--- src/sv/xcrc_pkg.sv ---
`timescale 1ns / 1ps
`default_nettype none
// ----------------------------------------------------------------------------
// xcrc_pkg
// Shared types, codes and constants for the XMODEM-CRC packet receiver.
// ----------------------------------------------------------------------------
package xcrc_pkg;

	localparam int PAYLOAD_BYTES_DEF = 128;

	localparam logic [15:0] CRC_POLY = 16'h1021;

	localparam logic [7:0] CH_SOH = 8'h01;
	localparam logic [7:0] CH_EOT = 8'h04;
	localparam logic [7:0] CH_CAN = 8'h18;
	localparam logic [7:0] CH_Q   = 8'h71;

	typedef enum logic {
		ST_IDLE,
		ST_PACKET
	} rx_state_t;

	typedef enum logic {
		REPLY_ACK = 1'b0,
		REPLY_NAK = 1'b1
	} reply_t;

	typedef enum logic [1:0] {
		ERR_NONE    = 2'd0,
		ERR_TIMEOUT = 2'd1,
		ERR_COMPL   = 2'd2,
		ERR_CRC     = 2'd3
	} err_t;

	typedef enum logic [1:0] {
		TS_CONTINUE = 2'd0,
		TS_EOT      = 2'd1,
		TS_CAN      = 2'd2,
		TS_ABORT    = 2'd3
	} status_t;

	typedef struct packed {
		logic [7:0] rx_byte;
		logic       timed_out;
	} item_t;

	typedef struct packed {
		logic       reply_valid;
		logic       reply_code;
		logic       data_valid;
		logic [7:0] data_byte;
		logic       packet_end;
		logic       commit;
		logic [7:0] block_number;
		logic [1:0] error_kind;
		logic [1:0] transfer_status;
	} result_t;

endpackage
`default_nettype wire

--- src/sv/xmodem_crc_packet_receiver.sv ---
`timescale 1ns / 1ps
`default_nettype none
// ----------------------------------------------------------------------------
// xmodem_crc_packet_receiver
// XMODEM-CRC receiver: one received byte or timeout per beat, one result
// per beat with reply, streamed payload byte and packet verdict.
// ----------------------------------------------------------------------------
// Structure: two register stages, the input register and the result register,
// with decode and the byte-wide CRC update combinational between them.
// Throughput: one beat per cycle; while a result waits the input register takes
// one more beat, then the input stalls until the waiting result is accepted.
// Reset: arst_n clears both valid bits and all receiver state (idle, CRC 0,
// last accepted block 0).
module xmodem_crc_packet_receiver #(
	parameter int PAYLOAD_BYTES = xcrc_pkg::PAYLOAD_BYTES_DEF
) (
	input  wire logic              clk,
	input  wire logic              arst_n,
	input  wire logic              item_valid,
	output logic                   item_stall,
	input  wire xcrc_pkg::item_t   item,
	output logic                   result_valid,
	input  wire logic              result_stall,
	output xcrc_pkg::result_t      result
);

	logic              valid_s1;
	xcrc_pkg::item_t   item_s1;
	logic              valid_s2;
	xcrc_pkg::result_t result_s2;
	xcrc_pkg::result_t step_result;
	logic              s2_free;
	logic              advance;
	logic              accept;

	assign s2_free    = !valid_s2 || !result_stall;
	assign advance    = valid_s1 && s2_free;
	assign item_stall = valid_s1 && !s2_free;
	assign accept     = item_valid && !item_stall;

	xcrc_step #(
		.PAYLOAD_BYTES (PAYLOAD_BYTES)
	) u_step (
		.clk    (clk),
		.arst_n (arst_n),
		.take   (advance),
		.item   (item_s1),
		.result (step_result)
	);

	always_ff @(posedge clk or negedge arst_n) begin
		if (!arst_n) begin
			valid_s1 <= 1'b0;
		end else if (accept) begin
			valid_s1 <= 1'b1;
		end else if (advance) begin
			valid_s1 <= 1'b0;
		end
	end

	always_ff @(posedge clk) begin
		if (accept) begin
			item_s1 <= item;
		end
	end

	always_ff @(posedge clk or negedge arst_n) begin
		if (!arst_n) begin
			valid_s2 <= 1'b0;
		end else if (s2_free) begin
			valid_s2 <= advance;
		end
	end

	always_ff @(posedge clk) begin
		if (advance) begin
			result_s2 <= step_result;
		end
	end

	assign result_valid = valid_s2;
	assign result       = result_s2;

	a_stall_only_when_held: assert property (@(posedge clk) disable iff (!arst_n)
		item_stall |-> valid_s1)
		else $error("input stalled with empty input register");

	a_commit_needs_ack: assert property (@(posedge clk) disable iff (!arst_n)
		(result_valid && result.commit) |->
		(result.packet_end && result.reply_code == xcrc_pkg::REPLY_ACK))
		else $error("commit without an acknowledged packet end");

	a_error_matches_nak: assert property (@(posedge clk) disable iff (!arst_n)
		(result_valid && result.packet_end) |->
		((result.error_kind != xcrc_pkg::ERR_NONE) ==
		 (result.reply_code == xcrc_pkg::REPLY_NAK)))
		else $error("packet end error kind disagrees with reply");

	a_data_not_end: assert property (@(posedge clk) disable iff (!arst_n)
		result_valid |-> !(result.data_valid && result.packet_end))
		else $error("payload byte on a packet end beat");

endmodule
`default_nettype wire

--- src/sv/xcrc_crc_byte.sv ---
`timescale 1ns / 1ps
`default_nettype none
// ----------------------------------------------------------------------------
// xcrc_crc_byte
// One-byte CRC-16 update, polynomial 0x1021, MSB first.
// ----------------------------------------------------------------------------
module xcrc_crc_byte (
	input  wire logic [15:0] crc_in,
	input  wire logic [7:0]  data,
	output logic      [15:0] crc_out
);

	always_comb begin
		logic [15:0] c;
		c = crc_in ^ {data, 8'h00};
		for (int k = 0; k < 8; k++) begin
			if (c[15]) begin
				c = {c[14:0], 1'b0} ^ xcrc_pkg::CRC_POLY;
			end else begin
				c = {c[14:0], 1'b0};
			end
		end
		crc_out = c;
	end

endmodule
`default_nettype wire

--- src/sv/xcrc_step.sv ---
`timescale 1ns / 1ps
`default_nettype none
// ----------------------------------------------------------------------------
// xcrc_step
// Receiver state and per-beat decode: header handling, packet byte
// sequencing, CRC accumulation and the end-of-packet verdict.
// ----------------------------------------------------------------------------
module xcrc_step #(
	parameter int PAYLOAD_BYTES = xcrc_pkg::PAYLOAD_BYTES_DEF
) (
	input  wire logic             clk,
	input  wire logic             arst_n,
	input  wire logic             take,
	input  wire xcrc_pkg::item_t  item,
	output xcrc_pkg::result_t     result
);

	localparam int POS_W = $clog2(PAYLOAD_BYTES + 4);
	localparam logic [POS_W-1:0] POS_BLOCK  = POS_W'(0);
	localparam logic [POS_W-1:0] POS_COMPL  = POS_W'(1);
	localparam logic [POS_W-1:0] POS_CRC_HI = POS_W'(PAYLOAD_BYTES + 2);
	localparam logic [POS_W-1:0] POS_LAST   = POS_W'(PAYLOAD_BYTES + 3);

	xcrc_pkg::rx_state_t state_q, state_d;
	logic [POS_W-1:0] pos_q, pos_d;
	logic [7:0]       block_q, block_d;
	logic [7:0]       compl_q, compl_d;
	logic [15:0]      crc_q, crc_d;
	logic [7:0]       crc_hi_q, crc_hi_d;
	logic [7:0]       last_block_q, last_block_d;
	logic [15:0]      crc_next;

	xcrc_crc_byte u_crc (
		.crc_in  (crc_q),
		.data    (item.rx_byte),
		.crc_out (crc_next)
	);

	// next state
	always_comb begin
		state_d = state_q;
		case (state_q)
			xcrc_pkg::ST_IDLE: begin
				if (!item.timed_out && item.rx_byte == xcrc_pkg::CH_SOH) begin
					state_d = xcrc_pkg::ST_PACKET;
				end
			end
			xcrc_pkg::ST_PACKET: begin
				if (item.timed_out || pos_q == POS_LAST) begin
					state_d = xcrc_pkg::ST_IDLE;
				end
			end
			default: state_d = xcrc_pkg::ST_IDLE;
		endcase
	end

	// result and datapath updates
	always_comb begin
		result       = '0;
		pos_d        = pos_q;
		block_d      = block_q;
		compl_d      = compl_q;
		crc_d        = crc_q;
		crc_hi_d     = crc_hi_q;
		last_block_d = last_block_q;
		case (state_q)
			xcrc_pkg::ST_IDLE: begin
				if (!item.timed_out) begin
					case (item.rx_byte)
						xcrc_pkg::CH_SOH: begin
							pos_d    = '0;
							block_d  = '0;
							compl_d  = '0;
							crc_d    = '0;
							crc_hi_d = '0;
						end
						xcrc_pkg::CH_EOT: begin
							result.reply_valid     = 1'b1;
							result.reply_code      = xcrc_pkg::REPLY_ACK;
							result.transfer_status = xcrc_pkg::TS_EOT;
							last_block_d           = '0;
						end
						xcrc_pkg::CH_CAN: begin
							result.reply_valid     = 1'b1;
							result.reply_code      = xcrc_pkg::REPLY_ACK;
							result.transfer_status = xcrc_pkg::TS_CAN;
							last_block_d           = '0;
						end
						xcrc_pkg::CH_Q: begin
							result.transfer_status = xcrc_pkg::TS_ABORT;
							last_block_d           = '0;
						end
						default: ;
					endcase
				end
			end
			xcrc_pkg::ST_PACKET: begin
				if (item.timed_out) begin
					result.reply_valid  = 1'b1;
					result.reply_code   = xcrc_pkg::REPLY_NAK;
					result.packet_end   = 1'b1;
					result.block_number = block_q;
					result.error_kind   = xcrc_pkg::ERR_TIMEOUT;
					pos_d               = '0;
				end else if (pos_q == POS_BLOCK) begin
					block_d = item.rx_byte;
					pos_d   = pos_q + POS_W'(1);
				end else if (pos_q == POS_COMPL) begin
					compl_d = item.rx_byte;
					pos_d   = pos_q + POS_W'(1);
				end else if (pos_q < POS_CRC_HI) begin
					crc_d            = crc_next;
					result.data_valid = 1'b1;
					result.data_byte  = item.rx_byte;
					pos_d            = pos_q + POS_W'(1);
				end else if (pos_q == POS_CRC_HI) begin
					crc_hi_d = item.rx_byte;
					pos_d    = pos_q + POS_W'(1);
				end else begin
					result.reply_valid  = 1'b1;
					result.packet_end   = 1'b1;
					result.block_number = block_q;
					pos_d               = '0;
					if ((block_q ^ compl_q) != 8'hFF) begin
						result.reply_code = xcrc_pkg::REPLY_NAK;
						result.error_kind = xcrc_pkg::ERR_COMPL;
					end else if ({crc_hi_q, item.rx_byte} != crc_q) begin
						result.reply_code = xcrc_pkg::REPLY_NAK;
						result.error_kind = xcrc_pkg::ERR_CRC;
					end else begin
						// suppress a repeated block
						result.reply_code = xcrc_pkg::REPLY_ACK;
						result.commit     = (block_q != last_block_q);
						last_block_d      = block_q;
					end
				end
			end
			default: ;
		endcase
	end

	always_ff @(posedge clk or negedge arst_n) begin
		if (!arst_n) begin
			state_q      <= xcrc_pkg::ST_IDLE;
			pos_q        <= '0;
			block_q      <= '0;
			compl_q      <= '0;
			crc_q        <= '0;
			crc_hi_q     <= '0;
			last_block_q <= '0;
		end else if (take) begin
			state_q      <= state_d;
			pos_q        <= pos_d;
			block_q      <= block_d;
			compl_q      <= compl_d;
			crc_q        <= crc_d;
			crc_hi_q     <= crc_hi_d;
			last_block_q <= last_block_d;
		end
	end

endmodule
`default_nettype wire

--- config.mk ---
export PLATFORM = sky130hd
export DESIGN_NAME = xmodem_crc_packet_receiver
export DESIGN_NICKNAME = d
export VERILOG_FILES = /design/src/sv/xcrc_pkg.sv /design/src/sv/xmodem_crc_packet_receiver.sv /design/src/sv/xcrc_crc_byte.sv /design/src/sv/xcrc_step.sv
export SDC_FILE = /design/constraint.sdc
export NUM_CORES = 1
export LEC_CHECK = 0
export BUFFER_PORTS_ARGS = -buffer_cell sky130_fd_sc_hd__buf_2
export CELL_PAD_IN_SITES_DETAIL_PLACEMENT = 1
export CELL_PAD_IN_SITES_GLOBAL_PLACEMENT = 1
export CORE_ASPECT_RATIO = 1.1
export CORE_MARGIN = 3
export CORE_UTILIZATION = 36
export CTS_CLUSTER_SIZE = 12
export DETAILED_ROUTE_END_ITERATION = 8
export PLACE_DENSITY = 0.73
export SLEW_MARGIN = 20
export SYNTH_ARGS = -nofsm -noshare
export SYNTH_HDL_FRONTEND = slang
export SYNTH_HIERARCHICAL = 1
export SYNTH_SLANG_ARGS = --single-unit
export TNS_END_PERCENT = 50
--- constraint.sdc ---
create_clock -name clk -period 4.4 [get_ports clk]
set_clock_uncertainty 0.2 [all_clocks]
set_input_delay 0.44 -clock clk [delete_from_list [all_inputs] [get_ports clk]]
set_output_delay 0.44 -clock clk [all_outputs]
set_load 0.02 [all_outputs]
==> results of run 1 <==
layout by cell type (no fill, tap or decap), types with 2 or more instances in the layout:
cell                         instances
sky130_fd_sc_hd__clkinvlp_4          2
sky130_fd_sc_hd__nor4_1             10
sky130_fd_sc_hd__ha_1                4
sky130_fd_sc_hd__nand3_1            33
sky130_fd_sc_hd__nor3_1              3
sky130_fd_sc_hd__xor3_4              2
sky130_fd_sc_hd__buf_2              39
sky130_fd_sc_hd__xor3_1              2
sky130_fd_sc_hd__and3_1              6
sky130_fd_sc_hd__dfrtp_1            59
sky130_fd_sc_hd__and2_1             18
sky130_fd_sc_hd__bufinv_16           2
sky130_fd_sc_hd__nand2_1            61
sky130_fd_sc_hd__o21ai_0            27
sky130_fd_sc_hd__buf_4               6
sky130_fd_sc_hd__xor2_1             19
sky130_fd_sc_hd__xnor3_1             4
sky130_fd_sc_hd__a22o_1              8
sky130_fd_sc_hd__xnor2_2             3
sky130_fd_sc_hd__xnor2_1            24
sky130_fd_sc_hd__edfxtp_1           34
sky130_fd_sc_hd__inv_1              15
sky130_fd_sc_hd__clkbuf_16           9
sky130_fd_sc_hd__nor2_1             11
sky130_fd_sc_hd__mux2i_1            16
sky130_fd_sc_hd__or4b_2              2
sky130_fd_sc_hd__nand4_1             3
sky130_fd_sc_hd__nor2b_1             7
sky130_fd_sc_hd__nor4b_1             3
sky130_fd_sc_hd__nand2b_1            5
sky130_fd_sc_hd__o211ai_1           17
sky130_fd_sc_hd__o21ai_1             3
worst max-delay path, cell delays in order (launching register included):
cell,delay [ps]
sky130_fd_sc_hd__edfxtp_1,570
sky130_fd_sc_hd__xor2_1,220
sky130_fd_sc_hd__nor4_1,380
sky130_fd_sc_hd__nand4_1,310
sky130_fd_sc_hd__nor4_4,720
sky130_fd_sc_hd__mux2i_1,270
sequential cells by signal (all words and copies together) (netlist names), 8 cells and up:
| register | flops |
|---|---|
| u_step/compl_q | 8 |
| item_s1 | 9 |
| u_step/crc_q | 16 |
| u_step/block_q | 8 |
| u_step/last_block_q | 8 |
| result | 25 |
| u_step/pos_q | 8 |
| u_step/crc_hi_q | 8 |
per-stage QoR:
stage	cell area, µm²	instances
final	5570	640
after detailed placement	5230	623
after global placement	5230	623
after floorplan	4860	436
after global routing	5570	640
after CTS	5570	640
repair_timing:
action                                 in CTS  in global routing
endpoints found under the hold margin      29                  0
setup endpoints to repair                   0                  0
hold buffers                                1                  0
worst paths after layout:
check	cells after the start	end	slack, ps
setup / recovery	5	u_step/last_block_q[1]$_DFFE_PN0P_	1660
hold / removal	1	item_s1[3]$_DFFE_PP_	60
setup reg to reg	5	u_step/last_block_q[1]$_DFFE_PN0P_	1660
hold reg to reg	1	result_valid$_DFFE_PN0P_	310
max in group asynchronous	3	u_step/pos_q[7]$_DFFE_PN0P_	2630
min in group asynchronous	2	u_step/compl_q[3]$_DFFE_PN0P_	480
layout make-up:
class / count / area share [%]
timing repair buffer: 46 / 4.50
tap: 157 / 3.53
clock buffer: 10 / 4.11
inverter: 15 / 1.01
sequential: 93 / 44.9
multi-input combinational: 313 / 40.3
clock inverter: 6 / 1.71
per-layer routing:
layer  vias up  part of all wire, %  track usage, %
met3        10                  3.6            4.96
met4         0                  1.1            4.18
met2        69                   49            28.0
met5         -                    0               0
li1       1629                    -               -
met1      1701                   46            22.5
cell families after synthesis:
logic type	synth area share (%)
flip-flops	51.4
multiplexers	3.30
AND/OR/NAND/NOR	18.9
AO/OA/AOI/OAI	9.07
XOR/XNOR	13.8
adder cells (fa/ha/maj)	1.03
buffers and inverters	2.50
where the power goes:
part / switching (mW) / leakage (nW) / internal [mW]
sequential: 0.169 / 1.06 / 1.01
combinational: 0.375 / 1.13 / 0.443
clock: 0.346 / 0.151 / 0.504
total: 0.890 / 2.34 / 1.96
==> impl_summary.log, run 1 <==
INFO  metric period_minus_slack = 2740 ps
INFO  metric synthesis.yosys.warnings = 6
INFO  metric std_cell_rows = 43
INFO  metric highest_clock_frequency_the_design_can_meet = 0.365 GHz
INFO  metric fin_setup_tns = 0 ps
INFO  metric count_of_buffers_added_by_post_cts_timing_repair_for_setup = 0
INFO  metric globalRoute.totalOverflow = 0
INFO  metric floorplan.die_area = 14900 µm²
INFO  metric tritoncts.num_buffers = 9
INFO  metric clock_tree.htree_level_count = 3
INFO  metric timing.hold.worst.class = input pin to flop
INFO  metric core_area = 12900 µm²
INFO  metric grt_start_max_net_pins = between 50 and 60
INFO  metric post-dp-hpwl = 8.49 mm
INFO  metric first_global_vias = 3642
INFO  metric drc_errors = 0
INFO  metric design.portCount = 40
INFO  metric worstSetupEndpointType = flop
INFO  metric worst_hold_slack = 63.0 ps
INFO  metric io_buffers = 39
INFO  metric post_cts_resize_count = 0
INFO  metric crit_fanout = 8
INFO  metric yosysTopAreaCell = sky130_fd_sc_hd__dfrtp_1
INFO  metric drt-initial-drc-count = 179
INFO  metric die_outline_width = 117 µm
INFO  metric drt-total-wl = 11.8 mm
INFO  metric yosysMostFrequentCell = sky130_fd_sc_hd__nand2_1
INFO  metric worst_slew_pin_slew = around 1000 ps
INFO  metric place_ws = 1690 ps
INFO  metric netlist_area = 4860 µm²
INFO  metric post_synth.cell_area_avg = roughly 11 µm²
INFO  metric synthesis.instances = about 440
INFO  metric synth-seq-cells = 93
INFO  metric cp-start-kind = flop
INFO  metric outcome = complete, no violations
INFO  metric max-cap-violations = 0
INFO  metric final_min_period_over_clock_period = 62.3%
INFO  metric num-fill-cells = 1428
INFO  metric cts_max_path_buffers = 2
INFO  metric layout.area.seq = 2500 µm²
INFO  metric required = 4470 ps
INFO  metric synthFlopType = sky130_fd_sc_hd__dfrtp_1
INFO  metric tritoncts = built
INFO  metric detailroute.via_count = 3409
INFO  metric postLayoutSetupSlackWorst = about 1700 ps
INFO  metric worst-setup-path-type = flop to flop
INFO  metric synth.cells.most_frequent = 61 x sky130_fd_sc_hd__nand2_1, 59 x sky130_fd_sc_hd__dfrtp_1, 34 x sky130_fd_sc_hd__edfxtp_1
INFO  metric design_power_total = 2.85 mW
INFO  metric worstReg2RegStart = item_s1[6]$_DFFE_PP_
INFO  metric layout_cells_sized_above_1 = 16.8%
INFO  metric drt-pass1-iter-count = 4
INFO  metric hold_viol = 0
INFO  metric multi_input_area = 2240 µm²
INFO  metric grt_pass1_wl = 19.7 mm
INFO  metric synth.area.top_cells = sky130_fd_sc_hd__dfrtp_1 30%, sky130_fd_sc_hd__edfxtp_1 21%, sky130_fd_sc_hd__nand2_1 4.7%
INFO  metric synth.net_count = between 400 and 500
INFO  metric area.growth.synth_to_final = 14.6%
INFO  metric final_core_utilization = 43.1%
INFO  metric die_h = 128 µm
INFO  metric synth_largest_type_area_fraction = between 30% and 40%
INFO  metric postRouteAntennaNets = 0
INFO  metric highest_ir_drop_seen_on_vdd = 415 µV
INFO  metric power_density = 512 nW/µm²
INFO  metric worst_skew_pair.late_latency = 350 ps
INFO  metric data_arrival_time_at_the_worst_slack_endpoint = 2810 ps
INFO  metric cts_root_buf = sky130_fd_sc_hd__clkbuf_16
INFO  metric synth-edff-count = 34
INFO  metric avgRoutedWirePerCell = 18.4 µm
INFO  metric synthDistinctLibCells = 53
INFO  metric via_per_inst = 5.33
INFO  metric slew_headroom = 32.6%
INFO  metric final-setup-viol-count = 0
INFO  metric cts_sinks = 93
INFO  metric synth_async_sr_flop_share = 63.4%
INFO  metric final_nets = 495
INFO  metric leakage_power_figure = approximately 2.3 nW
INFO  metric cts.reportedPaths.clkPinSlew = 70 ps
INFO  metric antenna_found_initial = 0
INFO  metric synth-seq-area-share = 51.4%
INFO  metric unrepaired_setup_endpoints_after_global_routing = false
INFO  metric final_max_slew_viol_count = 0
INFO  metric insertedDiodeCount = 0
INFO  metric hold_path_startpoint = item[3]
INFO  metric floorplan.initialDensity = 37.6%
INFO  metric gr-usage-all-layers = 17.2%
INFO  metric worstSetupStartpoint = item_s1[6]$_DFFE_PP_
INFO  metric finalWeightedCongestion = 0.908
(Power assumes the default switching activity.)
==> run 2: changes to the inputs <==
- PLACE_DENSITY: 0.73 -> 0.71
- clock period: 4.4 -> 2.82 ns (I/O delays scaled with it)
==> run 2 against run 1 <==
Sequential power up 58%. Clock power rose by 51%. Sequential share of layout area fell by 1.1 points. Die area stayed put. Cell area rose by 2.4%. Highest routed layer unchanged. Setup slack lost 1400 ps. Global-route usage increased by 1.1 points. Largest power group unchanged. Count of clock-buffer cells in the layout unchanged. Fmax up 7.6%.
==> impl_summary.log, run 2 (synthesized netlist as in run 1, its figures left out) <==
INFO  metric detailed_place.area = 5290 µm² (was 5230 µm²)
INFO  metric timing.hold.worst.class = input pin to flop (unchanged)
INFO  metric die_outline_width = 117 µm (unchanged)
INFO  metric worst_skew_pair.late_latency = 350 ps (about the same)
INFO  metric worstSetupEndpointType = flop (unchanged)
INFO  metric count_of_buffers_added_by_post_cts_timing_repair_for_setup = 0 (unchanged)
INFO  metric tritoncts = built (unchanged)
INFO  metric cts_sinks = 93 (unchanged)
INFO  metric worst_slew_pin_slew = 980 ps (was 1000 ps)
INFO  metric grt_pass1_wl = 20.9 mm (was 19.7 mm)
INFO  metric unrepaired_setup_endpoints_after_global_routing = false (unchanged)
INFO  metric highest_clock_frequency_the_design_can_meet = 0.393 GHz (was 0.365 GHz)
INFO  metric std_cell_rows = 43 (unchanged)
INFO  metric drt-total-wl = 12.6 mm (was 11.8 mm)
INFO  metric postRouteAntennaNets = 0 (unchanged)
INFO  metric cts.reportedPaths.clkPinSlew = 70 ps (about the same)
INFO  metric num-fill-cells = 1401 (was 1428)
INFO  metric final-setup-viol-count = 0 (unchanged)
INFO  metric fin_setup_tns = 0 ps (unchanged)
INFO  metric worst_hold_slack = 11.7 ps (was 63.0 ps)
INFO  metric gr-usage-all-layers = 18.3% (was 17.2%)
INFO  metric post_cts_resize_count = 0 (unchanged)
INFO  metric final_min_period_over_clock_period = 90.2% (was 62.3%)
INFO  metric critical_path.cell_chain = or4_4, or2_4, o31ai_4, buf_4, nand3_1, o211ai_1 (was xor2_1, nor4_1, nand4_1, nor4_4, mux2i_1)
INFO  metric finalWeightedCongestion = 0.807 (was 0.908)
INFO  metric floorplan.die_area = 14900 µm² (unchanged)
INFO  metric cell_internal_pwr = 3.01 mW (was 1.96 mW)
INFO  metric final_max_slew_viol_count = 0 (unchanged)
INFO  metric area.growth.synth_to_final = 17.4% (was 14.6%)
INFO  metric drt-initial-drc-count = 187 (was 179)
INFO  metric outcome = complete, no violations (unchanged)
INFO  metric sequential_share_of_power = 41.8% (was 41.5%)
INFO  metric most-common-layout-cells = 61 x sky130_fd_sc_hd__nand2_1, 59 x sky130_fd_sc_hd__dfrtp_1, 39 x sky130_fd_sc_hd__buf_2 (unchanged)
INFO  metric clock_tree.htree_level_count = 3 (unchanged)
INFO  metric data_arrival_time_at_the_worst_slack_endpoint = 2610 ps (was 2810 ps)
INFO  metric cp-start-kind = flop (unchanged)
INFO  metric clockPowerShare = 28.7% (was 29.8%)
INFO  metric io_buffers = 39 (unchanged)
INFO  metric core_area = 12900 µm² (unchanged)
INFO  metric swShare = 32.3% (was 31.2%)
INFO  metric holdBufCountCts = 11 (was 1)
INFO  metric hold_viol = 0 (unchanged)
INFO  metric crit_fanout = 32 (was 8)
INFO  metric hold_path_startpoint = result_stall (was item[3])
INFO  metric layout_cells_sized_above_1 = 17.6% (was 16.8%)
INFO  metric worst-setup-path-type = flop to flop (unchanged)
INFO  metric drt-pass1-iter-count = 4 (unchanged)
INFO  metric cts_max_path_buffers = 2 (unchanged)
INFO  metric slew_headroom = 34.2% (was 32.6%)
INFO  metric drc_errors = 0 (unchanged)
INFO  metric via_per_inst = 5.44 (was 5.33)
INFO  metric detailroute.via_count = 3569 (was 3409)
INFO  metric globalRoute.totalOverflow = 0 (unchanged)
INFO  metric avgRoutedWirePerCell = 19.2 µm (was 18.4 µm)
INFO  metric period_minus_slack = 2540 ps (was 2740 ps)
INFO  metric worstReg2RegStart = u_step/pos_q[5]$_DFFE_PN0P_ (was item_s1[6]$_DFFE_PP_)
INFO  metric floorplan.initialDensity = 37.6% (unchanged)
INFO  metric final_nets = 511 (was 495)
INFO  metric finish.instance_area = 5700 µm² (was 5570 µm²)
INFO  metric placed_cells = 629 (was 623)
INFO  metric max-cap-violations = 0 (unchanged)
INFO  metric combPwrFrac = 29.5% (was 28.7%)
INFO  metric required = 2890 ps (was 4470 ps)
INFO  metric most_common_cell_after_layout_fill_and_taps_aside = sky130_fd_sc_hd__nand2_1 (unchanged)
INFO  metric tritoncts.num_buffers = 9 (unchanged)
INFO  metric flop2flop_setup_slack = 280 ps (was 1660 ps)
INFO  metric p_switching = 1.44 mW (was 890 µW)
INFO  metric die_h = 128 µm (unchanged)
INFO  metric first_global_vias = 3773 (was 3642)
INFO  metric max_ffs_per_register = 25 (unchanged)
INFO  metric leakage_power_figure = 2.42 nW (was 2.34 nW)
INFO  metric cts_root_buf = sky130_fd_sc_hd__clkbuf_16 (unchanged)
INFO  metric insertedDiodeCount = 0 (unchanged)
INFO  metric final_cell_count_no_fill = 656 (was 640)
INFO  metric cpPeakStageDelay = 590 ps (was 720 ps)
INFO  metric worstSetupStartpoint = u_step/pos_q[5]$_DFFE_PN0P_ (was item_s1[6]$_DFFE_PP_)
INFO  metric design.portCount = 40 (unchanged)
INFO  metric grt_start_max_net_pins = 38 (was 57)
INFO  metric slowest_stage = sky130_fd_sc_hd__or4_4 (was sky130_fd_sc_hd__nor4_4)
INFO  metric power_density = 779 nW/µm² (was 512 nW/µm²)
INFO  metric post-dp-hpwl = 8.93 mm (was 8.49 mm)
INFO  metric highest_ir_drop_seen_on_vdd = 458 µV (was 415 µV)
INFO  metric antenna_found_initial = 0 (unchanged)
-- run 2: through the flow --
step                      utilization, %  setup slack (ps)  power (mW)
after floorplan                        -               222        2.86
after global placement              40.9               405        3.14
after detailed placement            40.9               297        3.19
after CTS                           44.2               255        4.50
after global routing                44.2              55.2        4.70
final                               44.2               275        4.44
-- run 2: power by group through the flow --
stage               clock network, mW  registers (mW)  logic (mW)
floorplan                           0            1.82        1.04
global route                     1.38            1.88        1.44
CTS                              1.32            1.86        1.33
global placement                    0            1.87        1.27
finish                           1.28            1.86        1.31
detailed placement                  0            1.88        1.30
-- run 2: per-layer routing --
layer  track usage, %  share of wire (%)  up-vias
met5                0                  0        -
met4             5.60                1.5        0
met3             3.92                4.1       16
met2             29.4                 49       81
met1             24.6                 45     1810
li1                 -                  -     1662
-- run 2: final timing paths --
kind	end	cells after the start
max	u_step/crc_q[3]$_DFFE_PN0P_	6
min	result_valid$_DFFE_PN0P_	2
max reg2reg	u_step/crc_q[3]$_DFFE_PN0P_	6
min reg2reg	u_step/crc_hi_q[3]$_DFFE_PN0P_	2
max in group asynchronous	u_step/pos_q[5]$_DFFE_PN0P_	3
min in group asynchronous	u_step/crc_q[2]$_DFFE_PN0P_	2
-- run 2: layout make-up --
| cell class | count | area (µm²) | area share, % |
|---|---|---|---|
| Inverter | 15 | 56.3 | 0.987 |
| Timing Repair Buffer | 62 | 395 | 6.93 |
| Clock buffer | 10 | 239 | 4.19 |
| Tap cell | 157 | 196 | 3.44 |
| Multi-Input combinational cell | 313 | 2250 | 39.4 |
| Sequential cell | 93 | 2500 | 43.8 |
| Clock inverter | 6 | 68.8 | 1.21 |
-- run 2: critical path: cells and delay by family (launching register included) --
kind | cells | cell delay, ps
flops | 1 | 430
buf+inv | 1 | 370
simple gates | 3 | 1030
compound gates | 2 | 420
